==> src/design/iws_ram.sv <==
// ----------------------------------------------------------------------------
// iws_ram: generic single-port-write, single-port-read RAM
// One write and one registered read per cycle.
// ----------------------------------------------------------------------------
module iws_ram #(
  parameter int unsigned WIDTH = 32,
  parameter int unsigned DEPTH = 128
) (
  input  logic                     clk,
  input  logic                     we,
  input  logic [$clog2(DEPTH)-1:0] waddr,
  input  logic [WIDTH-1:0]         wdata,
  input  logic [$clog2(DEPTH)-1:0] raddr,
  output logic [WIDTH-1:0]         rdata
);

  logic [WIDTH-1:0] mem [DEPTH];

  always_ff @(posedge clk) begin
    if (we) begin
      mem[waddr] <= wdata;
    end
    rdata <= mem[raddr];
  end

endmodule

==> config.mk <==
export PLATFORM = sky130hd
export DESIGN_NAME = iws_ram
export DESIGN_NICKNAME = d
export VERILOG_FILES = /design/src/design/iws_ram.sv
export SDC_FILE = /design/constraint.sdc
export NUM_CORES = 2
export LEC_CHECK = 0
export BUFFER_PORTS_ARGS = -buffer_cell sky130_fd_sc_hd__buf_2
export CAP_MARGIN = 20
export CORE_MARGIN = 2
export CORE_UTILIZATION = 39
export CTS_CLUSTER_SIZE = 20
export DETAILED_ROUTE_END_ITERATION = 7
export PLACE_DENSITY = 0.63
export SLEW_MARGIN = 20
export SYNTH_ARGS = -nofsm -noshare
export SYNTH_HDL_FRONTEND = slang
export SYNTH_SLANG_ARGS = --single-unit
==> constraint.sdc <==
create_clock -name clk -period 4.3 [get_ports clk]
set_input_delay 0.86 -clock clk [delete_from_list [all_inputs] [get_ports clk]]
set_output_delay 0.86 -clock clk [all_outputs]
set_load 0.005 [all_outputs]
==> Word level (Yosys, flattened, before mapping) <==
Memories as Yosys holds them, arrays and structs flattened. A register that Yosys moved wholly into a read port is not among the register bits.
Index checks and enable logic that the tools add are counted.
{ "word_totals": {"ff_bits": 0, "latch_bits": 0, "ram_bits": 4096, "romBits": 0, "in_bits": 48, "wordCells": 3, "mem_count": 1} }
{ "classes": {"addsub": 0, "n_mul": 0, "div": 0, "order_cmp": 0, "eq_ne": 0, "shifts": 0, "muxes": 2, "bitwise": 0, "reduce_logical": 0} }
{ "memory_table": {"columns": ["name", "words", "width", "rd", "rd_ports_with_merged_regs", "wr", "line_no", "source"], "rows": [
  ["mem", 128, 32, 1, 1, 1, "17", "logic [WIDTH-1:0] mem [DEPTH];"]
]} }
{ "ops": {"columns": ["operator", "n"], "rows": [
  ["$mux 1", 2]
]} }

==> Depth between registers and ports, before layout <==
{ "logic_depth": {"ltp_word": 2, "depth_mapped": 8, "ltp_nobuf": 4} }

==> Least setup slack after synthesis <==
Ideal clock, no wire load.
{ "synth_path": {"path_type": "input to register", "startpoint": "input port we", "endpoint": "memory mem[98][0], enable pin", "setup_ns": 0.461, "arrival_ns": 3.638, "required_time_ns": 3.839, "setup_slack_ns": 0.201, "cell_stages": 3, "cell_sequence": "clkbuf_1 -> nand4_1 -> nor3_1"} }
{ "synth_between": {"elab_chain_len": 2} }
{ "synth_rtl": {"columns": ["element", "line_no", "source"], "rows": [
  ["from (decl)", "10", "input logic we,"],
  ["$mux 1", "20", "if (we) begin"],
  ["$mux 1 (implied by the code)", "21", "mem[waddr] <= wdata;"],
  ["to (decl)", "17", null]
]} }
Every way passes these cells.

==> results.txt <==
Max Cap Violations - 0
Clk_lat worst skew - 970 ps
Hold-fix buffers, CTS - 0
Ratio of cells with drive above 1 in the final layout - 0.376
Overflow after GRT - 0
Core Region - 399000 µm²
Post-Place Cells - 11400
Critical path arrival - 4050 ps
CP cell instances - buf_12 > buf_12 > buf_12 > mux4_2 > mux4_2 > mux4_2 > mux2_2
Rows - 232
Max-slew violation count - 0
Final non-filler cell total - 12200
Gr usage total - 0.211
Tmin final - 3210 ps
Drt via density - 5.91
Peak VDD IR - 370 µV
Pwr dens - 465 nW/µm²
Avg Cell Area, Syn - 26.1 µm²
First-pass GRT wire length - 596000 µm
Post-synth cell types - 17
Syn Nets - 6038
Final Hold Fails - 0
Worst path required time - 5140 ps
Synthesized cell area - 156000 µm²
WL per Instance - 35.3 µm
Vias in the first global route - 72800
Clock root cell - clkbuf_16
Initial antenna violation count - 57
Die area - 406000 µm²
Fin crit share - 0.747
Top-area cell type share of the netlist area - 0.787
Starting Density - 0.392
Crit path max fanout - 40
Worst Hold Class - in -> reg
PortBufs - 79
Critical Path Slowest Stage Cell - mux4_2
CTS clk-pin slew, worst paths - 60 ps
Sequential area share after synthesis - 0.791
Synthesized instance count - 5990
Final number of setup-violating endpoints - 0
Setup TNS - 0 ps
Hold slack - 314 ps
Clk_skew - 47.4 ps
Drt drc - 0
Number of iterations in the first detailed-routing pass - 6
TritonCTS buffer count - 401
Leading area contributor after synthesis - edfxtp_1
CTS sink count - 4128
IO Count - 80
Ys Warns - 0
Postcts setup bufs - 0
Synth Flop Type - edfxtp_1
Setup repair after global routing missed its margin - no
WS Path Type - in -> reg
Routed Antenna Nets - 0
Status - finished clean
Nets - 6632
Maximum clock rate - 311 MHz
CTS tree - done
Pleak - 55.4 nW
Detailed Route Iter0 Violations - 10600
Chip Height - 637 µm
Final wirelength - 432000 µm
Synth-to-Final Area Change - 16.1%
Via count - 72300
Synthesized flop and latch total - 4128
Top cells by area, synth - edfxtp_1, mux4_2, clkbuf_1, dfxtp_1, nor2_1
Critical Path Max Stage Delay - 670 ps
Crit path launch type - primary input
Post-synthesis async set-or-reset flop share - 0
H-tree lvl count - 5
Largest net degree at the start of global routing - 129
Crit path capture type - flip-flop
Top-count cell post-synth - edfxtp_1
Cts repair resizes - 0
Longest Clk Path Bufs - 4
Post-synth top cells - edfxtp_1, mux4_2, clkbuf_1, nor2_1, buf_2
DP Wirelength - 248000 µm
Chip width - 637 µm
Worst-Margin Slew - 1100 ps
Gp weighted congestion - 0.828
Max_slew headroom - 0.264
Post-synth EDFFs - 4096
## sequential cells by signal, summed over array words and instances, names as in the netlist
name   cells
mem     4096
rdata     32
## per-layer routing
layer  part of all wire  GRT usage  up-vias
met5            0.00037          0        -
met4              0.044     0.0876       24
met3              0.091     0.0357      703
met2               0.49      0.342     3809
met1               0.38      0.284    40100
li1                   -          -    27700
## worst max-delay path, delay by kind of cell
family,cells,cell delay [ps]
buf+inv,3,880
mux,4,2110
## report_power, final
part	internal [W]	total (W)	switching (W)
combinational	0.00178	0.00456	0.00278
clock	0.0199	0.0351	0.0151
sequential	0.0444	0.0447	0.000243
total	0.0662	0.0843	0.0182
## final timing paths
path	start	endpoint	slack, ps	depth (start not counted)
max	raddr[0]	rdata[29]$_DFF_P_	1090	7
min	wdata[21]	mem[28][21]$_DFFE_PP_	310	1
max reg2reg	mem[90][4]$_DFFE_PP_	rdata[4]$_DFF_P_	1630	4
min reg2reg	mem[126][4]$_DFFE_PP_	rdata[4]$_DFF_P_	1140	4
## kinds of logic after synthesis
kind of cell           count (synthesis)  synth area share
buffers and inverters                316           0.00839
DFF                                 4128             0.791
muxes                               1376             0.196
and+or+nand+nor                      170           0.00446
## cells in the final DEF (no fill, tap or decap)
cell and count:
edfxtp_1 4096, mux4_2 1344, clkbuf_16 407, buf_4 293, buf_12 161, nor2_4 119, clkinv_2 95, clkbuf_1 83
clkinv_1 76, diode_2 51, buf_2 40, bufinv_16 39, mux2_2 32, dfxtp_1 32, clkinvlp_4 15, nand2_1 11
clkbuf_8 10, nor3_2 9, inv_6 9, nand3_1 8, buf_6 8, nor2b_1 7, inv_16 5, nand3_2 4
clkinv_8 4, nor2_1 3, nand4_1 3, nand2_2 3, clkinv_4 3, clkinv_16 3, buf_8 3, nand2b_1 2
buf_16 2, or3_1 1, inv_8 1
## stage by stage
step / total power [W] / util / area [µm²] / setup slack [ps]
after detailed placement: 0.0501 / 0.422 / 168000 / 119
final: 0.0843 / 0.455 / 182000 / 1090
after CTS: 0.0848 / 0.454 / 181000 / 1120
after global routing: 0.0864 / 0.455 / 181000 / 1050
after global placement: 0.0500 / 0.422 / 168000 / 106
after floorplan: 0.0475 / - / 156000 / 201
## final cells by class
cell class / instances / area [µm²]
antenna: 51 / 128
clock buffer: 500 / 10600
clock inverter: 250 / 2420
fill: 32000 / 218000
multi-input combinational: 1546 / 32300
sequential: 4128 / 124000
tap: 5265 / 6590
timing repair buffer: 507 / 5810
Note: power is estimated with default switching activity, not from simulation.
