<file path="config.mk">
export PLATFORM = sky130hd
export DESIGN_NAME = iws_divider
export DESIGN_NICKNAME = d
export VERILOG_FILES = /design/src/design/iws_divider.sv
export SDC_FILE = /design/constraint.sdc
export NUM_CORES = 1
export LEC_CHECK = 0
export BUFFER_PORTS_ARGS = -buffer_cell sky130_fd_sc_hd__buf_2
export CAP_MARGIN = 10
export CORE_MARGIN = 5
export CORE_UTILIZATION = 50
export CTS_CLUSTER_DIAMETER = 30
export DETAILED_ROUTE_END_ITERATION = 7
export PLACE_DENSITY = 0.8
export SLEW_MARGIN = 20
export SYNTH_ARGS = -nofsm -noshare
export SYNTH_HDL_FRONTEND = slang
export SYNTH_SLANG_ARGS = --single-unit
</file>
<file path="constraint.sdc">
create_clock -name clk -period 7.3 [get_ports clk]
set_clock_uncertainty 0.05 [all_clocks]
set_input_delay 0.73 -clock clk [delete_from_list [all_inputs] [get_ports clk]]
set_output_delay 0.73 -clock clk [all_outputs]
set_load 0.02 [all_outputs]
</file>
<file path="src/design/iws_divider.sv">
// ----------------------------------------------------------------------------
// iws_divider: restoring divider, one quotient bit per cycle
// Divides a 90-bit dividend by an 11-bit divisor.
// ----------------------------------------------------------------------------
module iws_divider #(
  parameter int unsigned NW = 90,
  parameter int unsigned DW = 11
) (
  input  logic          clk,
  input  logic          rst,
  input  logic          start,
  input  logic [NW-1:0] dividend,
  input  logic [DW-1:0] divisor,
  output logic          done,
  output logic [NW-1:0] quotient
);

  localparam int unsigned CW = $clog2(NW + 1);

  logic [NW-1:0] quo;
  logic [DW:0]   rem;
  logic [DW-1:0] dvs;
  logic [CW-1:0] cnt;
  logic          busy;
  logic [DW:0]   shifted;

  assign shifted  = {rem[DW-1:0], quo[NW-1]};
  assign quotient = quo;

  always_ff @(posedge clk) begin
    if (rst) begin
      busy <= 1'b0;
      done <= 1'b0;
    end else begin
      done <= 1'b0;
      if (start) begin
        busy <= 1'b1;
        cnt  <= CW'(NW);
        quo  <= dividend;
        rem  <= '0;
        dvs  <= divisor;
      end else if (busy) begin
        if (shifted >= {1'b0, dvs}) begin
          rem <= shifted - {1'b0, dvs};
          quo <= {quo[NW-2:0], 1'b1};
        end else begin
          rem <= shifted;
          quo <= {quo[NW-2:0], 1'b0};
        end
        cnt <= cnt - 1'b1;
        if (cnt == CW'(1)) begin
          busy <= 1'b0;
          done <= 1'b1;
        end
      end
    end
  end

endmodule

</file>
### Word level (Yosys, flattened, before mapping)

Index checks and enable logic that the tools add are counted.

* input bits: 104
* logic and storage cells: 26
* bits in latches: 0
* output and inout bits: 91
* RAM bits: 0
* memories kept: 0
* bits in registers: 121
* bits in read-only memories: 0

* $lt $le $gt $ge: 1
* equal/unequal tests: 1
* divide/modulo/power cells: 0
* $mul: 0
* bitwise logic cells: 2
* shift-type cells: 0
* reductions and logical operators: 4
* add/subtract/negate cells: 2
* mux-type cells: 10

Operator list (number)
* $mux W90: 2
* $mux W11: 2
* $ge A12 B11 Y1: 1
* $sub A11 B11 Y11: 1
* $eq A7 B1 Y1 const B: 1
* $mux W7: 1
* $sub A7 B1 Y7 const B: 1
* $mux W1: 5
* $reduce_and A2 Y1: 2
* $reduce_or A3 Y1: 1
* $not A1 Y1: 2
* $reduce_bool A2 Y1: 1

### Logic depth before layout (Yosys ltp)

Gate-level depths: netlist (run 1).

* word-level depth: 4
* depth in mapped cells: 10
* gate-level depth less buffers: 9

### Worst setup path after synthesis (run 1)

Ideal clock, no wire load.

* path type: input-to-reg
* start point: in start
* end point: reg cnt[0], enable pin
* path slack: 981 ps
* data arrival time: 5692 ps
* library setup time: 577 ps
* path buffers: 2
* required time: 6673 ps
* stages on the path: 4
* cells stage by stage: buf_6 clkbuf_1 nor2_1 nor2_1

* word-level cells in the longest chain between the ends: 2

Ends and longest elaborated chain
* start, declared: line 11 `input logic start,`
* $reduce_bool A2 Y1 (no source line)
* $reduce_and A2 Y1 (no source line)
* end signal, assigned: line 38 `cnt <= CW'(NW);`
* end signal, assigned: line 50 `cnt <= cnt - 1'b1;`
* end, declared: line 23 `logic [CW-1:0] cnt;`

No other way between the ends.
A chain may end at the register's enable or synchronous reset.

### Final worst setup path (run 1)

* start point: reg rem[4]
* end point: reg rem[9] (data pin)

* word-level cells in the longest chain between the ends: 3

Ends and longest elaborated chain
* start, declared: line 21 `logic [DW:0] rem;`
* start signal, assigned: line 44 `rem <= shifted - {1'b0, dvs};`
* start signal, assigned: line 47 `rem <= shifted;`
* $sub A11 B11 Y11 or $ge A12 B11 Y1 (tied branches): line 44, 43
* $mux W11 *: line 43 `if (shifted >= {1'b0, dvs}) begin`
* $mux W11 *: line 42 `end else if (busy) begin`

Mark *: on every way between the ends. The rest lies on a longest branch, timed or not. The select of a mux whose other input is x is not followed.

==> flow_summary_export.csv, run 1 <==
group,metric,value,unit
cts,cts_tree,"done",
placement,port_buffers,194,
setup_path,start_kind,"flop",
die,start_util,51.5,%
die,die_w,116,um
synth,seq_area_frac_synth,64.1,%
die,core,10900,sq um
timing,tightestPinTransition,1.02,ns
grt,grt_overflow,0,
grt,grtUsageTotal,20.1,%
timing,fin_crit,2.59,ns
synth,synth_cell_types,43,
cts,clk_pin_slew,0.06,ns
drt,totalWireLength,13100,um
timing,final_max_slew_viol_count,0,
setup_path,worstSetupPathType,"flop to flop",
setup_path,critPathRequiredTime,7.41,ns
setup_path,critPathCaptureType,"flop",
grt,antenna_found_initial,0,
timing,max_freq,0.386,GHz
cts,numCtsBuffers,17,
power,clkPwrFrac,40.8,%
cts,post_cts_buffers,0,
die,num_rows,38,
cts,holdBufCountCts,0,
cells_and_area,layout-drive-gt1-share,40.7,%
cts,cts_buffer_depth,2,
drt,dr_total_vias,3834,
cells_and_area,syn2layout_area_growth,29.5,%
synth,syn_avg_cell_area,15.4,sq um
power,seq_power_share,43.7,%
setup_path,worst-path-max-fanout,7,
drt,wl_per_cell,18.2,um
synth,yosysWarnings,0,
placement,place_ws,4.19,ns
synth,synth_seq_cells,121,
cts,cts-root-buf,"clkbuf_16",
power,power.leakage,3.02,nW
grt,grt_pass1_wl,20500,um
timing,finalSetupTns,0,ns
cells_and_area,layout_common_cells,"buf_2 (193), edfxtp_1 (119), mux2_1 (89)",
drt,drt-pass1-iter-count,4,
cts,clk_latency,0.41,ns
timing,setup_violations,0,
power,pwr-share-comb,15.4,%
die,fp.dieArea,13500,sq um
power,switching_power,0.000505,W
grt,grt_max_degree,96,
drt,via_per_inst,5.33,
job,cap_violations,0,
synth,synth_top_area_cell,"edfxtp_1",
synth,netlist_top_cells_area,"edfxtp_1 (63%), mux2_1 (18%), ha_1 (2.9%)",
cells_and_area,stdcell_count,720,
placement,hpwl,9420,um
power,intPower,0.00145,W
power,peakVddDrop,0.195,mV
placement,place_congestion,0.824,
die,ios,195,
cells_and_area,final_common_cell,"buf_2",
cts,cts_sinks,121,
placement,dp.cells,688,
synth,synth_fp_nets,484,
status,status,"finished, final reports clean",
min_path,hold_class,"flop to flop",
cts,cts_resized,0,
drt,drtIter0Drc,205,
cells_and_area,nets,685,
synth,syn_inst,366,
timing,rsz0062_at_grt,"false",
drt,drcViolationCount,0,
power,power.density,268,nW/um^2
timing,post-route-period-util,35.5,%
grt,first_global_vias,4061,
synth,synth.cell_area,5640,sq um
setup_path,arrival,2.70,ns
power,p_sw_share,25.8,%
die,die_y,116,um
synth,yosysTopAreaCellShare,63.4,%
timing,relSlewSlack,31.7,%
cells_and_area,diodes,0,
timing,fin_ws,4.71,ns
cts,htree_levels,4,
timing,hold_viol_final,0,
drt,ant_nets,0,
-- stage by stage --
| step | cell area [sq um] | hold slack (ns) | utilization (%) | total power, W |
|---|---|---|---|---|
| 3_3_place_gp | 6740 | 0.424 | 61.6 | 0.00116 |
| 3_5_place_dp | 6740 | 0.430 | 61.6 | 0.00117 |
| 2_1_floorplan | 5640 | 0.410 | - | 0.00107 |
| 4_1_cts | 7290 | 0.416 | 66.7 | 0.00197 |
| 5_1_grt | 7300 | 0.417 | 66.7 | 0.00204 |
| 6_report | 7300 | 0.425 | 66.7 | 0.00195 |
-- state kept, by name (all words and copies together), names as in the netlist --
register and flops:
quotient 90, done 1, rem 11, cnt 7
dvs 11, busy 1
-- layout make-up --
class | instances | area (sq um)
fillers | 772 | 3640
inverters | 17 | 63.8
repair buffers | 196 | 992
flip-flops and latches | 121 | 3610
clock buffers | 18 | 429
clock inverters | 14 | 130
multi-input cells | 214 | 1890
well taps | 140 | 175
-- layer usage --
metal	track usage, %	wire, um	vias to the layer above
met2	32.7	6390	177
met4	7.58	172	0
met3	10.0	1480	20
met5	0	0	-
li1	-	-	1799
met1	23.0	5060	1838
-- synthesized netlist by cell type --
library cell / number
o211ai_1: 4
o21ba_1: 1
nor4b_1: 1
nor2_1: 14
nand3_2: 1
o21a_1: 3
nand3b_1: 1
buf_1: 4
nor2b_1: 1
xnor2_1: 9
clkbuf_1: 7
a21oi_1: 12
and3_1: 2
a21o_1: 2
inv_2: 1
inv_1: 16
mux2_1: 89
o21ai_1: 9
a21oi_2: 4
a41o_1: 1
o21ai_0: 4
nand2b_1: 4
and2_1: 1
fa_1: 1
o22ai_1: 1
edfxtp_1: 119
nor2_2: 1
nand4_1: 1
dfxtp_1: 2
o31a_1: 1
nor3_4: 2
nand2_1: 12
buf_4: 1
buf_6: 2
o211a_1: 2
nor3_1: 3
or3_4: 2
o32ai_1: 1
a211oi_1: 3
o21a_4: 1
nand3_1: 5
or3_1: 2
ha_1: 13
-- path summary, 6_finish.rpt --
path	to	startpoint	cells past startpoint	slack [ns]
max	rem[9]	rem[4]	7	4.71
min	done	busy	1	0.42
min reg2reg	done	busy	1	0.42
max reg2reg	rem[9]	rem[4]	7	4.71
-- cells by family (layout without fill, tap and decap cells) --
logic type      count (synthesis)  count (layout)  synth area share (%)
compound gates                 49              49                  5.84
xor+xnor                        9               9                  1.40
fa+ha+maj                      14              14                  3.24
buf+inv                        31             245                  2.40
flops                         121             121                  64.1
mux                            89              89                  17.8
simple gates                   53              53                  5.22
-- critical path: stages, from the launching register on --
cell and delay (ns):
edfxtp_1 0.42, ha_1 0.37, a21o_1 0.22, or3_4 0.34, o21a_4 0.23, nor3_4 0.33, nor2_2 0.15, a41o_1 0.23
-- power by group through the flow --
stage               registers, W  logic [W]  clock network, W
detailed placement      0.000868   0.000300                 0
global placement        0.000867   0.000290                 0
floorplan               0.000909   0.000164                 0
global route            0.000860   0.000330          0.000851
finish                  0.000855   0.000301          0.000798
CTS                     0.000855   0.000303          0.000814
Power figures use the tool's default switching activity.
==> run 2, diff against run 1 <==
--- a/config.mk
+++ b/config.mk
@@ -8,10 +8,10 @@
 export BUFFER_PORTS_ARGS = -buffer_cell sky130_fd_sc_hd__buf_2
 export CAP_MARGIN = 10
 export CORE_MARGIN = 5
-export CORE_UTILIZATION = 50
+export CORE_UTILIZATION = 45
 export CTS_CLUSTER_DIAMETER = 30
 export DETAILED_ROUTE_END_ITERATION = 7
-export PLACE_DENSITY = 0.8
+export PLACE_DENSITY = 0.76
 export SLEW_MARGIN = 20
 export SYNTH_ARGS = -nofsm -noshare
 export SYNTH_HDL_FRONTEND = slang
==> constraint.sdc (replaced) <==
create_clock -name clk -period 2.3 [get_ports clk]
set_clock_uncertainty 0.05 [all_clocks]
set_input_delay 0.23 -clock clk [delete_from_list [all_inputs] [get_ports clk]]
set_output_delay 0.23 -clock clk [all_outputs]
set_load 0.02 [all_outputs]
==> run 2 against run 1 <==
The flow now finishes with violations (setup timing). Sequential cell count unchanged. Largest power group unchanged. Combinational power rose to 3.6 times the previous value. Register-to-register slack got worse by 4.8 ns. Worst hold slack lost 0.40 ns. Critical path depth unchanged. Via count rose by 2.7%. Largest cell class unchanged.
==> flow_summary_export.csv, run 2 (synthesized netlist as in run 1, its figures left out) <==
group,metric,value,unit
cells_and_area,diodes,0,
cells_and_area,multi_input_area,1970,sq um
cts,cts_tree,"done",
setup_path,worst-path-max-fanout,7,
cts,cts_buffer_depth,2,
timing,fin_ws,-0.0627,ns
cts,clk_latency,0.41,ns
cts,numCtsBuffers,17,
status,status,"finished with violations",
drt,wl_per_cell,17.6,um
placement,place_ws,-0.0434,ns
grt,first_global_vias,4266,
drt,drtIter0Drc,276,
setup_path,worstSetupPathType,"flop to flop",
setup_path,critPathRequiredTime,2.40,ns
die,core,12200,sq um
drt,dr_total_vias,3936,
cells_and_area,largest_register_ffs,90,
die,ios,195,
setup_path,arrival,2.46,ns
setup_path,r2r_slack,-0.06,ns
cts,cts-root-buf,"clkbuf_16",
drt,ant_nets,0,
cells_and_area,finish.utilization,63.5,%
job,cap_violations,0,
placement,dp.cells,727,
grt,grt_overflow,0,
drt,totalWireLength,13700,um
power,power.leakage,3.18,nW
die,start_util,46.3,%
cts,clk_pin_slew,0.05,ns
timing,hold_viol_final,0,
drt,via_per_inst,5.06,
placement,port_buffers,194,
min_path,hold_class,"input port to flop",
drt,drt-pass1-iter-count,4,
die,die_y,122,um
cells_and_area,stdcell_count,778,
setup_path,cp-startpoint,"rem[4]",
cells_and_area,ff_latch_area,3610,sq um
cells_and_area,syn2layout_area_growth,37.0,%
timing,tightestPinTransition,0.556,ns
status,failed_checks,"setup timing",
setup_path,rr_worst_depth,7,
cells_and_area,fillers,923,
placement,hpwl,9670,um
cts,htree_levels,4,
die,die_w,122,um
timing,final_max_slew_viol_count,0,
setup_path,r2r-start,"rem[4]",
setup_path,critPathCaptureType,"flop",
timing,rsz0062_at_grt,"true",
power,power.density,835,nW/um^2
placement,placed_cell_area,6930,sq um
cells_and_area,layout_common_cells,"buf_2 (193), edfxtp_1 (119), mux2_1 (89)",
cells_and_area,layout-drive-gt1-share,43.9,%
cells_and_area,nets,715,
die,fp.dieArea,14900,sq um
timing,post-route-period-util,103,%
die,num_rows,40,
placement,place_congestion,0.913,
timing,setup_violations,10,
drt,drcViolationCount,0,
timing,max_freq,0.423,GHz
grt,grtUsageTotal,18.9,%
power,peakVddDrop,0.468,mV
grt,grt_max_degree,63,
timing,relSlewSlack,62.9,%
setup_path,worstReg2RegEnd,"rem[10]",
cells_and_area,final_common_cell,"buf_2",
cts,cts_sinks,121,
setup_path,start_kind,"flop",
grt,grt_pass1_wl,21500,um
grt,antenna_found_initial,1,
setup_path,endpoint,"rem[10]",
cells_and_area,design_area,7720,sq um
timing,fin_crit,2.36,ns
timing,fin_hold_ws,0.0274,ns
-- run 2: cell types whose count changed in the layout (fill, tap and decap cells not counted), moves of 2 or more --
| cell | change |
|---|---|
| clkinv_2 | +2 |
| buf_12 | +3 |
| clkinvlp_4 | +2 |
| nor2_4 | +2 |
| dlygate4sd3_1 | +11 |
| ha_1 | -3 |
| buf_4 | +16 |
| inv_6 | -2 |
| clkinv_1 | -3 |
| ha_2 | +2 |
-- run 2: critical path, stage by stage, from the launching register on --
cell,delay (ns)
edfxtp_1,0.44
ha_4,0.24
a21o_1,0.17
or3_4,0.34
o21a_4,0.25
or3_4,0.40
nand3_4,0.13
o32ai_2,0.09
-- run 2: layer usage --
layer  vias up  share of wire [%]  GRT usage, %
met3        13                 11          9.42
li1       1856                  -             -
met1      1879                 38          21.3
met4         2                1.2          5.74
met2       186                 50          31.8
met5         -              0.095             0
-- run 2: how the worst min path moves through the flow --
stage,to,startpoint,cells after the start,slack (ns)
2_1_floorplan,done,rst,1,0.26
3_3_place_gp,dvs[7],divisor[7],1,0.36
3_5_place_dp,dvs[6],divisor[6],1,0.36
4_1_cts,done,rst,2,0.007
5_1_grt,quotient[30],dividend[30],2,0.03
6_report,done,rst,2,0.03
-- run 2: power breakdown --
part	leakage (nW)	total (W)	switching, W	internal (W)
logic	1.76	0.00109	0.000611	0.000478
registers	1.15	0.00272	0.0000825	0.00263
clock network	0.275	0.00265	0.000961	0.00169
-- run 2: layout make-up --
cell class                      instances  area share [%]
Inverter                               17           0.826
Timing Repair Buffer                  226            16.6
Sequential cell                       121            46.8
Tap cell                              168            2.72
Clock buffer                           18            5.56
Clock inverter                         14            2.03
Multi-Input combinational cell        214            25.5
-- run 2: what timing repair did --
action	CTS	global route
setup endpoints to repair	10	11
gates resized for setup	2	7
pin swaps	0	4
endpoints found under the hold margin	11	0
hold buffers	11	0
buffers inserted	4	4
-- run 2: metrics by stage --
| step | setup TNS (ns) | total power (W) |
|---|---|---|
| 6_report | -0.288 | 0.00645 |
| 3_5_place_dp | -0.247 | 0.00377 |
| 3_3_place_gp | 0 | 0.00374 |
| 5_1_grt | -0.882 | 0.00672 |
| 4_1_cts | -0.0462 | 0.00646 |
| 2_1_floorplan | -30.41 | 0.00341 |
