### src/design/iws_sqrt.sv
// ----------------------------------------------------------------------------
// iws_sqrt: digit-by-digit integer square root, one result bit per cycle
// Floor root of a 90-bit radicand, 45-bit result.
// ----------------------------------------------------------------------------
module iws_sqrt (
  input  logic        clk,
  input  logic        rst,
  input  logic        start,
  input  logic [89:0] radicand,
  output logic        done,
  output logic [44:0] root
);

  logic [89:0] rad;
  logic [45:0] rem;
  logic [5:0]  cnt;
  logic        busy;
  logic [47:0] trial;
  logic [47:0] cand;
  logic [47:0] diff;

  assign trial = {rem, rad[89:88]};
  assign cand  = {1'b0, root, 2'b01};
  assign diff  = trial - cand;

  always_ff @(posedge clk) begin
    if (rst) begin
      busy <= 1'b0;
      done <= 1'b0;
    end else begin
      done <= 1'b0;
      if (start) begin
        busy <= 1'b1;
        cnt  <= 6'd45;
        rad  <= radicand;
        rem  <= '0;
        root <= '0;
      end else if (busy) begin
        rad <= {rad[87:0], 2'b00};
        if (trial >= cand) begin
          rem  <= diff[45:0];
          root <= {root[43:0], 1'b1};
        end else begin
          rem  <= trial[45:0];
          root <= {root[43:0], 1'b0};
        end
        cnt <= cnt - 1'b1;
        if (cnt == 6'd1) begin
          busy <= 1'b0;
          done <= 1'b1;
        end
      end
    end
  end

endmodule

### config.mk
export PLATFORM = sky130hd
export DESIGN_NAME = iws_sqrt
export DESIGN_NICKNAME = d
export VERILOG_FILES = /design/src/design/iws_sqrt.sv
export SDC_FILE = /design/constraint.sdc
export NUM_CORES = 1
export LEC_CHECK = 0
export BUFFER_PORTS_ARGS = -buffer_cell sky130_fd_sc_hd__clkbuf_2
export CORE_MARGIN = 5
export CORE_UTILIZATION = 50
export CTS_BUF_LIST = sky130_fd_sc_hd__clkbuf_4 sky130_fd_sc_hd__clkbuf_8
export DETAILED_ROUTE_END_ITERATION = 8
export PLACE_DENSITY = 0.75
export SETUP_SLACK_MARGIN = 0.1
export SYNTH_ARGS = -nofsm -noshare
export SYNTH_HDL_FRONTEND = slang
export SYNTH_SLANG_ARGS = --single-unit
### constraint.sdc
create_clock -name clk -period 9.5 [get_ports clk]
set_clock_uncertainty 0.1 [all_clocks]
set_input_delay 0.475 -clock clk [delete_from_list [all_inputs] [get_ports clk]]
set_output_delay 0.475 -clock clk [all_outputs]
set_load 0.01 [all_outputs]
; Word level (Yosys, flattened, before mapping)
; Index checks and enable logic that the tools add are counted.
[word_totals]
reg_bits = 189
out_inout_bits = 46
[op_classes]
n_addsub = 2
order_cmp = 1
eq_ne = 1
n_mux = 11
bitwise_logic = 2
reduce_logical = 3
[op_table]
columns = cell, n
row1 = $mux W90, 2
row2 = $mux W46, 2
row3 = $ge A48 B47 Y1, 1
row4 = $sub A46 B46 Y46, 1
row5 = $mux W45, 1
row6 = $eq A6 B1 Y1 const B, 1
row7 = $mux W6, 1
row8 = $sub A6 B1 Y6 const B, 1
row9 = $mux W1, 5
row10 = $reduce_or A3 Y1, 1
row11 = $not A1 Y1, 2
row12 = $reduce_and A2 Y1, 1
row13 = $reduce_bool A2 Y1, 1

; Logic depth before layout (Yosys ltp)
; Gate-level depths: netlist of run 1.
[logic_depth]
word_depth = 4
ltp_mapped = 14
mapped_depth_nobuf = 11

; Worst setup path after synthesis of run 1
; Ideal clock, no wire load.
[synth_timing]
kind = input -> register
from = in start
to = reg busy
arrival_time_ps = 9477
required_ps = 9289
slack_ps = -188
cell_stages = 5
n_path_buf = 2
path_cell_list = clkbuf_1 clkbuf_1 nor2_1 nor2_1 and2_1
[synth_between]
elab_chain_cells = 1
[synth_lines]
columns = element, line
row1 = from (decl), 8  ; input logic start,
row2 = $mux W1, 32  ; if (start) begin
row3 = to (signal assigned), 28  ; busy <= 1'b0;
row4 = to (signal assigned), 33  ; busy <= 1'b1;
row5 = to (signal assigned), 49  ; busy <= 1'b0;
row6 = to (decl), 17  ; logic busy;
; No other way between the ends.
; A chain may end at the register's enable or synchronous reset.

; Final worst setup path of run 1
[layout_timing]
from = reg root[16]
to = reg rem[30] (data pin)
[layout_between]
elab_chain_cells = 3
word_cells_on_any_way = 4
[layout_lines]
columns = element, line
row1 = from (decl), 11  ; output logic [44:0] root
row2 = from (signal assigned), 42  ; root <= {root[43:0], 1'b1};
row3 = from (signal assigned), 45  ; root <= {root[43:0], 1'b0};
row4 = $sub A46 B46 Y46 / $ge A48 B47 Y1 (equally long branches), "24, 40"
row5 = $mux W46 *, 40  ; if (trial >= cand) begin
row6 = $mux W46 *, 38  ; end else if (busy) begin
row7 = to (signal assigned), 41  ; rem <= diff[45:0];
row8 = to (signal assigned), 44  ; rem <= trial[45:0];
row9 = to (decl), 15  ; logic [45:0] rem;
; Every way passes the cells marked *; elsewhere a longest branch is shown, timed or not. The select of a mux whose other input is x is not followed.

==> results of run 1 <==
## worst reg2reg max path, delay by kind of cell (launching register included)
family | cells | cell delay [ns]
compound gates | 4 | 1.52
fa+ha+maj | 1 | 0.45
buf+inv | 2 | 0.53
flops | 1 | 0.37
simple gates | 5 | 0.88
## power groups by stage
stage / combinational, mW / sequential (mW) / clock (mW)
after floorplan: 0.393 / 1.05 / 0
after global placement: 0.507 / 1.05 / 0
after detailed placement: 0.515 / 1.05 / 0
after CTS: 0.518 / 1.03 / 0.587
after global routing: 0.579 / 1.04 / 0.624
final: 0.517 / 1.03 / 0.570
## logic make-up after synthesis
group,count (synthesis)
xor+xnor,38
simple gates,228
flops,189
mux,119
compound gates,178
fa+ha+maj,49
buf+inv,104
## layout make-up
cell class                      instances  share of cell area (%)
Sequential cell                       189                   47.39
Inverter                               60                   1.887
Multi-Input combinational cell        612                   38.05
Tap cell                              275                   2.883
Clock inverter                         15                   1.636
Timing Repair Buffer                  142                   6.196
Clock buffer                           17                   1.961
## metrics by stage
step / util [%] / hold slack [ns] / std cells
floorplan: - / 0.3543 / 905
global placement: 54.90 / 0.3663 / 1278
detailed placement: 54.90 / 0.3755 / 1278
CTS: 56.95 / 0.08615 / 1310
global route: 56.95 / 0.07800 / 1310
finish: 56.95 / 0.1161 / 1310
## sequential cells by signal (all words and copies together) (netlist names)
signal and flops:
root 45, rad 90, busy 1, cnt 6, rem 46, done 1
## cell usage in the layout (no fill, tap or decap), types with 11 or more instances in the layout
master and instances:
ha_1 49, clkbuf_8 17, a21o_1 24, mux2_2 88, edfxtp_1 187, nand4_1 11
nor3_1 11, inv_1 60, mux2i_1 31, nand3_1 12, xor2_1 17, nand2_1 42
clkbuf_2 137, nor2_1 102, xnor2_1 21, a21oi_1 48, o21ai_0 23
## metal layers
| metal | vias up | track usage (%) | routed length [um] |
|---|---|---|---|
| met4 | 2 | 5.502 | 434 |
| met1 | 3493 | 23.30 | 9498 |
| li1 | 3580 | - | - |
| met2 | 206 | 30.47 | 10500 |
| met5 | - | 0 | 18 |
| met3 | 30 | 6.546 | 1729 |
## worst max-delay path by stage
stage,slack (ns),to,startpoint
6_report,5.41,rem[30]$_SDFFCE_PP0P_,root[16]$_SDFFCE_PP0P_
3_3_place_gp,5.47,rem[45]$_SDFFCE_PP0P_,root[12]$_SDFFCE_PP0P_
4_1_cts,5.44,rem[30]$_SDFFCE_PP0P_,rem[12]$_SDFFCE_PP0P_
5_1_grt,5.18,rem[30]$_SDFFCE_PP0P_,rem[16]$_SDFFCE_PP0P_
3_5_place_dp,5.44,rem[30]$_SDFFCE_PP0P_,rem[12]$_SDFFCE_PP0P_
2_1_floorplan,2.99,cnt[0]$_SDFFCE_PP1P_,start
==> results.json, run 1 <==
{
  "cp.required_ns": 9.62,
  "synth_simple_gate_area_share_pct": 10.02,
  "synthTopCellsByCount": "edfxtp_1 (187), nor2_1 (103), mux2_2 (88)",
  "synth.distinct_cells": 65,
  "ys.flop_type": "edfxtp_1",
  "hpwlAfterDp_um": 15750,
  "initial_core_util_pct": 50.63,
  "hold_buffers": 0,
  "dr.pass1.iters": 7,
  "layout-drive-gt1-share_pct": 26.47,
  "num-fill-cells": 1848,
  "vdd_drop_max_uv": 108.2,
  "seqPwrFrac_pct": 48.6,
  "fin_crit_sh_pct": 43.06,
  "cp_slowest_stage_delay_ns": 0.67,
  "status": "finished, final reports clean",
  "hold_viol": 0,
  "maxCapViolCount": 0,
  "whs_path_depth": 2,
  "start_kind": "flip-flop",
  "synth_adder_area_share_pct": 5.778,
  "design.core.area_um2": 20960,
  "die_w_um": 155.7,
  "dieArea_um2": 24230,
  "min-delay-start": "rst",
  "routabilityCongestion": 0.8831,
  "clk_path_buf_depth": 2,
  "nets": 1164,
  "synthArstFlopShare_pct": 0,
  "setup_violations": 0,
  "vias": 7311,
  "cts_setup_buffers": 0,
  "grt_pass1_vias": 7395,
  "cp-end-kind": "flip-flop",
  "portBuffers": 138,
  "io_pins": 139,
  "fin_ws_ns": 5.409,
  "via_per_inst": 5.581,
  "finalWirelength_um": 22180,
  "p_per_area_nw_per_um2": 177.2,
  "synthMuxAreaShare_pct": 12.26,
  "critPathBufInv": 2,
  "slowest_stage": "a21o_1",
  "fp-row-count": 53,
  "max-slew-margin-rel_pct": 24.70,
  "worstHoldPathType": "input pin to flip-flop",
  "leakage_nw": 4.933,
  "criticalPathCategory": "flip-flop to flip-flop",
  "syn_to_final_growth_pct": 12.48,
  "ff2ff_setup_slack_ns": 5.41,
  "dp_slack_ns": 5.441,
  "r2r_cells": 12,
  "antenna_found_initial": 1,
  "synth_edf_count": 187,
  "power_mw": 2.115,
  "ant_nets": 0,
  "yosys_warnings": 0,
  "multiInputGateArea_um2": 4541,
  "p_int_mw": 1.454,
  "ctsResizeCount": 0,
  "synth_top_cell_area_share_pct": 52.92,
  "timing.fmax_mhz": 244.5,
  "synth-compound-area-share_pct": 11.52,
  "fin_crit_ns": 4.091,
  "diodes": 0,
  "drc": 0,
  "grt_setup_unrepaired": "no",
  "placed_cell_area_um2": 11500,
  "grt_max_degree": 189,
  "syn-num-nets": 1047,
  "maxSlewViolCount": 0,
  "comb_power_share_pct": 24.4,
  "design_area_um2": 11930,
  "swShare_pct": 31.25,
  "synthesis.area_um2": 10610,
  "crit_arrival_ns": 4.21,
  "clk_pin_slew_ns": 0.12,
  "whs_endpoint": "done$_SDFF_PP0_",
  "p_switching_uw": 660.9,
  "die_y_um": 155.7,
  "cp_num_cells": 12,
  "critical_path.top_delay_family": "compound AO/OA/AOI/OAI gates",
  "timing.rr.end": "rem[30]$_SDFFCE_PP0P_",
  "wl_per_cell_um": 16.93,
  "dr.first_iter.drc_count": 372,
  "h-tree-depth": 4,
  "fin_tns_setup_ns": 0,
  "synthTopCellsByArea": "edfxtp_1 (53%), mux2_2 (9.3%), ha_1 (5.8%), nor2_1 (3.6%), mux2i_1 (2.9%)",
  "cts_num_sinks": 189,
  "synthXorXnorAreaFrac_pct": 3.137,
  "synth.avg_cell_area_um2": 11.72,
  "synth_most_common_cell": "edfxtp_1",
  "synth_area_leader_cell": "edfxtp_1",
  "critPathMaxFanout": 20,
  "root_buffer": "clkbuf_8",
  "clkPwrFrac_pct": 26.9,
  "synth_seq_area_share_pct": 53.30,
  "path_cells": "inv_1 > ha_1 > nand2_1 > nor2_2 > nand4_1 > or3_1 > o311a_1 > a31oi_2 > a21o_1 > buf_4 > nor2_2 > a22o_1",
  "crit_top_cell": "nor2_2",
  "gr-total-overflow": 0,
  "cts_buffers": 17,
  "synth_top_family_by_area": "multiplexers",
  "syn_inst": 905,
  "worst_slew_pin_slew_ns": 1.130,
  "r2r-start": "root[16]$_SDFFCE_PP0P_",
  "grt_usage_pct": 18.56,
  "clock_latency_ns": 0.46,
  "synth-seq-cells": 189,
  "area.sequential_um2": 5655,
  "grt_pass1_wl_um": 36560,
  "cts_tree": "done"
}
(Power assumes the default switching activity.)
==> run 2, diff against run 1 <==
==> constraint.sdc (replaced) <==
create_clock -name clk -period 3.44 [get_ports clk]
set_clock_uncertainty 0.1 [all_clocks]
set_input_delay 0.172 -clock clk [delete_from_list [all_inputs] [get_ports clk]]
set_output_delay 0.172 -clock clk [all_outputs]
set_load 0.01 [all_outputs]
==> results.json, run 2 (synthesis results as in run 1) <==
{
  "status": "finished, final reports clean",
  "multiInputGateArea_um2": 4684,
  "finalWirelength_um": 25300,
  "fp-row-count": 53,
  "ant_nets": 0,
  "fin_cells": 1440,
  "nets": 1292,
  "top_register": "rad",
  "path_cells": "ha_4 > nand3_2 > nor2_2 > nand4_1 > or3_1 > o311a_1 > a31oi_4 > a21oi_4 > buf_4 > or4_1 > a21oi_1",
  "hpwlAfterDp_um": 16960,
  "vias": 7883,
  "critPathBufInv": 1,
  "maxSlewViolCount": 0,
  "wl_per_cell_um": 17.57,
  "cts_num_sinks": 189,
  "start_kind": "flip-flop",
  "antenna_found_initial": 3,
  "portBuffers": 138,
  "largest_reg_flops": 90,
  "setup_violations": 0,
  "grt_pass1_vias": 8024,
  "crit_arrival_ns": 3.44,
  "area.sequential_um2": 5655,
  "cts_buffers": 17,
  "leakage_nw": 5.506,
  "max-slew-margin-rel_pct": 40.04,
  "final_common_cell": "edfxtp_1",
  "die_w_um": 155.7,
  "dr.first_iter.drc_count": 449,
  "fin_crit_ns": 3.218,
  "fin_crit_sh_pct": 93.54,
  "slowest_stage": "or4_1",
  "final_cell_mix": "edfxtp_1 (187), clkbuf_2 (137), nor2_1 (101)",
  "via_per_inst": 5.474,
  "layout-drive-gt1-share_pct": 28.63,
  "syn_to_final_growth_pct": 25.34,
  "clock_latency_ns": 0.47,
  "grt_usage_pct": 21.24,
  "criticalPathCategory": "flip-flop to flip-flop",
  "drc": 0,
  "holdWs_ns": 0.06659,
  "initial_core_util_pct": 50.63,
  "placedCellCount": 1315,
  "timing.fmax_mhz": 310.8,
  "design.core.area_um2": 20960,
  "io_pins": 139,
  "p_per_area_nw_per_um2": 455.3,
  "hold_viol": 0,
  "dr.pass1.iters": 5,
  "cp-end-kind": "flip-flop",
  "cts_tree": "done",
  "die_y_um": 155.7,
  "grt_setup_unrepaired": "yes",
  "clk_path_buf_depth": 2,
  "routabilityCongestion": 0.9233,
  "critical_path.top_delay_family": "simple AND/OR/NAND/NOR gates",
  "maxCapViolCount": 0,
  "dieArea_um2": 24230,
  "worst_slew_pin_slew_ns": 0.8973,
  "h-tree-depth": 4,
  "num-fill-cells": 1671,
  "layout_top_registers": "rad: 90 flops, rem: 46 flops, root: 45 flops",
  "root_buffer": "clkbuf_8",
  "cp.required_ns": 3.66,
  "vdd_drop_max_uv": 245.2,
  "clk_pin_slew_ns": 0.11,
  "gr-total-overflow": 0,
  "critPathMaxFanout": 8,
  "cp_slowest_stage_delay_ns": 0.51,
  "worstHoldPathType": "input pin to flip-flop",
  "grt_max_degree": 84,
  "grt_pass1_wl_um": 41480
}
run 2: layout make-up:
| type | instances | area share (%) |
|---|---|---|
| timing repair buffer | 270 | 14.93 |
| clock buffer | 17 | 1.759 |
| tap | 275 | 2.587 |
| sequential | 189 | 42.53 |
| multi-input combinational | 612 | 35.22 |
| inverter | 60 | 1.693 |
| clock inverter | 15 | 1.242 |
| antenna | 2 | 0.03763 |
run 2: what timing repair did:
action                     CTS  global route
hold endpoints to repair    91             0
gates cloned                 0             0
hold buffers                91             0
gates resized for setup      1            31
pin swaps                    0             2
setup endpoints to repair    1            45
buffers inserted             0             0
run 2: path summary, 6_finish.rpt:
check | slack [ns] | end | depth (start not counted) | from
max | 0.22 | rem[44]$_SDFFCE_PP0P_ | 11 | rem[14]$_SDFFCE_PP0P_
min | 0.07 | root[43]$_SDFFCE_PP0P_ | 2 | start
max reg2reg | 0.22 | rem[44]$_SDFFCE_PP0P_ | 11 | rem[14]$_SDFFCE_PP0P_
min reg2reg | 0.43 | done$_SDFF_PP0_ | 1 | busy$_SDFF_PP0_
run 2: per-layer routing:
layer / global-route usage (%) / up-vias / share of wire [%]
li1: - / 3838 / -
met3: 4.438 / 43 / 6.0
met5: 0 / - / 0.028
met2: 35.59 / 246 / 50
met1: 28.08 / 3754 / 42
met4: 6.253 / 2 / 1.9
run 2: report_power, final:
part	total, mW	internal [mW]	switching (mW)	leakage, nW
Sequential	2.84	2.76	0.0792	1.82
Clock	1.52	0.558	0.965	0.200
Combinational	1.69	0.794	0.895	3.49
Total	6.05	4.12	1.94	5.51
run 2: stage by stage:
step | setup TNS, ns | area (um2) | util, % | power (mW) | setup slack (ns)
2_1_floorplan | -59.15 | 10670 | - | 3.984 | -0.3150
3_3_place_gp | 0 | 11840 | 56.50 | 4.387 | 0.1437
3_5_place_dp | 0 | 11840 | 56.50 | 4.423 | 0.1159
4_1_cts | 0 | 13150 | 62.77 | 6.013 | 0.1114
5_1_grt | 0 | 13300 | 63.46 | 6.377 | 0.04745
6_report | 0 | 13300 | 63.46 | 6.055 | 0.2223
==> run 3, diff against run 2 <==
--- a/config.mk
+++ b/config.mk
@@ -6,11 +6,12 @@
 export NUM_CORES = 1
 export LEC_CHECK = 0
 export BUFFER_PORTS_ARGS = -buffer_cell sky130_fd_sc_hd__clkbuf_2
+export CELL_PAD_IN_SITES_DETAIL_PLACEMENT = 1
+export CELL_PAD_IN_SITES_GLOBAL_PLACEMENT = 2
 export CORE_MARGIN = 5
-export CORE_UTILIZATION = 50
-export CTS_BUF_LIST = sky130_fd_sc_hd__clkbuf_4 sky130_fd_sc_hd__clkbuf_8
+export CORE_UTILIZATION = 35
 export DETAILED_ROUTE_END_ITERATION = 8
-export PLACE_DENSITY = 0.75
+export PLACE_DENSITY = 0.78
 export SETUP_SLACK_MARGIN = 0.1
 export SYNTH_ARGS = -nofsm -noshare
 export SYNTH_HDL_FRONTEND = slang
==> results.json, run 3 (synthesis results as in run 1) <==
{
  "fin_crit_ns": 3.244,
  "cp.required_ns": 3.53,
  "cp_slowest_stage_delay_ns": 0.39,
  "p_per_area_nw_per_um2": 488.9,
  "clk_path_buf_depth": 2,
  "fin_cells": 1558,
  "maxSlewViolCount": 0,
  "cp-end-kind": "flip-flop",
  "r2r_cells": 12,
  "finish.utilization_pct": 46.27,
  "hold_viol": 0,
  "vdd_drop_max_uv": 348.3,
  "crit_arrival_ns": 3.34,
  "antenna_found_initial": 2,
  "final_cell_mix": "edfxtp_1 (187), clkbuf_2 (137), nor2_1 (101)",
  "num-fill-cells": 3228,
  "wl_per_cell_um": 18.88,
  "largest_reg_flops": 90,
  "die_w_um": 184.1,
  "via_per_inst": 5.114,
  "vias": 7967,
  "h-tree-depth": 4,
  "fin_crit_sh_pct": 94.31,
  "critPathMaxFanout": 6,
  "critical_path.top_delay_family": "compound AO/OA/AOI/OAI gates",
  "cts_buffers": 17,
  "ant_nets": 0,
  "initial_core_util_pct": 35.61,
  "grt_pass1_wl_um": 46830,
  "layout_top_registers": "rad: 90 flops, rem: 46 flops, root: 45 flops",
  "drc": 0,
  "grt_pass1_vias": 8535,
  "clk_pin_slew_ns": 0.08,
  "timing.fmax_mhz": 308.2,
  "dieArea_um2": 33900,
  "maxCapViolCount": 0,
  "dr.pass1.iters": 4,
  "cts_num_sinks": 189,
  "gr-total-overflow": 0,
  "leakage_nw": 5.611,
  "portBuffers": 138,
  "start_kind": "flip-flop",
  "root_buffer": "clkbuf_16",
  "finalWirelength_um": 29420,
  "cp_num_cells": 12,
  "setup_violations": 0,
  "worst_slew_pin_slew_ns": 0.7250,
  "criticalPathCategory": "flip-flop to flip-flop",
  "fp-row-count": 63,
  "layout-drive-gt1-share_pct": 29.42,
  "clock_latency_ns": 0.44,
  "design.core.area_um2": 29800,
  "hpwlAfterDp_um": 19400,
  "placedCellCount": 1428,
  "max-slew-margin-rel_pct": 51.29,
  "final_common_cell": "edfxtp_1",
  "grt_max_degree": 109,
  "whs_path_depth": 2,
  "top_register": "rad",
  "cts_tree": "done",
  "path_cells": "inv_1 > ha_4 > buf_4 > a21o_1 > o21bai_1 > a311o_1 > a21oi_2 > o41ai_4 > buf_6 > a311o_1 > a21o_1 > a221o_1",
  "nets": 1295,
  "io_pins": 139,
  "critPathBufInv": 3,
  "grt_setup_unrepaired": "no",
  "routabilityCongestion": 0.8085,
  "slowest_stage": "edfxtp_1",
  "worstHoldPathType": "input pin to flip-flop",
  "status": "finished, final reports clean",
  "dr.first_iter.drc_count": 408,
  "syn_to_final_growth_pct": 29.94,
  "die_y_um": 184.1,
  "grt_usage_pct": 17.34
}
[run 3: cell type report]
type	instances	area [um2]	share of cell area [%]
Sequential cell	189	5655	41.02
Multi-Input combinational cell	612	4781	34.68
Clock buffer	17	425.4	3.086
Timing Repair Buffer	273	2029	14.72
Clock inverter	15	177.7	1.289
Tap cell	390	488.0	3.539
Antenna cell	2	5.005	0.03630
Inverter	60	225.2	1.634
[run 3: worst register-to-register path: stages (launching register included)]
cell and delay [ns]:
edfxtp_1 0.39, inv_1 0.13, ha_4 0.23, buf_4 0.16, a21o_1 0.18, o21bai_1 0.15, a311o_1 0.36, a21oi_2 0.19
o41ai_4 0.10, buf_6 0.15, a311o_1 0.33, a21o_1 0.21, a221o_1 0.31
[run 3: worst paths after layout]
| path | start | to | slack [ns] |
|---|---|---|---|
| setup / recovery | root[13]$_SDFFCE_PP0P_ | rem[34]$_SDFFCE_PP0P_ | 0.20 |
| hold / removal | start | rem[2]$_SDFFCE_PP0P_ | 0.12 |
| setup reg to reg | root[13]$_SDFFCE_PP0P_ | rem[34]$_SDFFCE_PP0P_ | 0.20 |
| hold reg to reg | busy$_SDFF_PP0_ | done$_SDFF_PP0_ | 0.42 |
[run 3: routing by layer]
metal / wire (um) / global-route usage, % / share of wire (%)
met1: 13330 / 22.88 / 45
met2: 14280 / 28.94 / 49
met3: 1402 / 4.223 / 4.8
met4: 407 / 4.200 / 1.4
met5: 0 / 0 / 0
[run 3: power breakdown]
part,internal [mW],switching (mW)
Clock,1.10,1.01
Sequential,2.77,0.0864
Combinational,0.833,0.944
[run 3: stage by stage]
stage | total power, mW | TNS, ns | hold WS [ns] | area (um2) | setup slack, ns
CTS | 6.690 | 0 | 0.1128 | 13530 | 0.01887
global placement | 4.457 | -0.03143 | 0.3041 | 12000 | -0.03143
global route | 7.073 | 0 | 0.1420 | 13790 | 0.06442
floorplan | 3.984 | -59.15 | 0.1481 | 10670 | -0.3150
finish | 6.740 | 0 | 0.1220 | 13790 | 0.1956
detailed placement | 4.482 | -0.05336 | 0.3060 | 12000 | -0.02990
[run 3: repair_timing]
item	CTS	global route
setup buffers	0	5
hold buffers	91	0
pin swaps	0	6
hold endpoints to repair	91	0
resized for setup	4	35
setup endpoints to repair	8	36
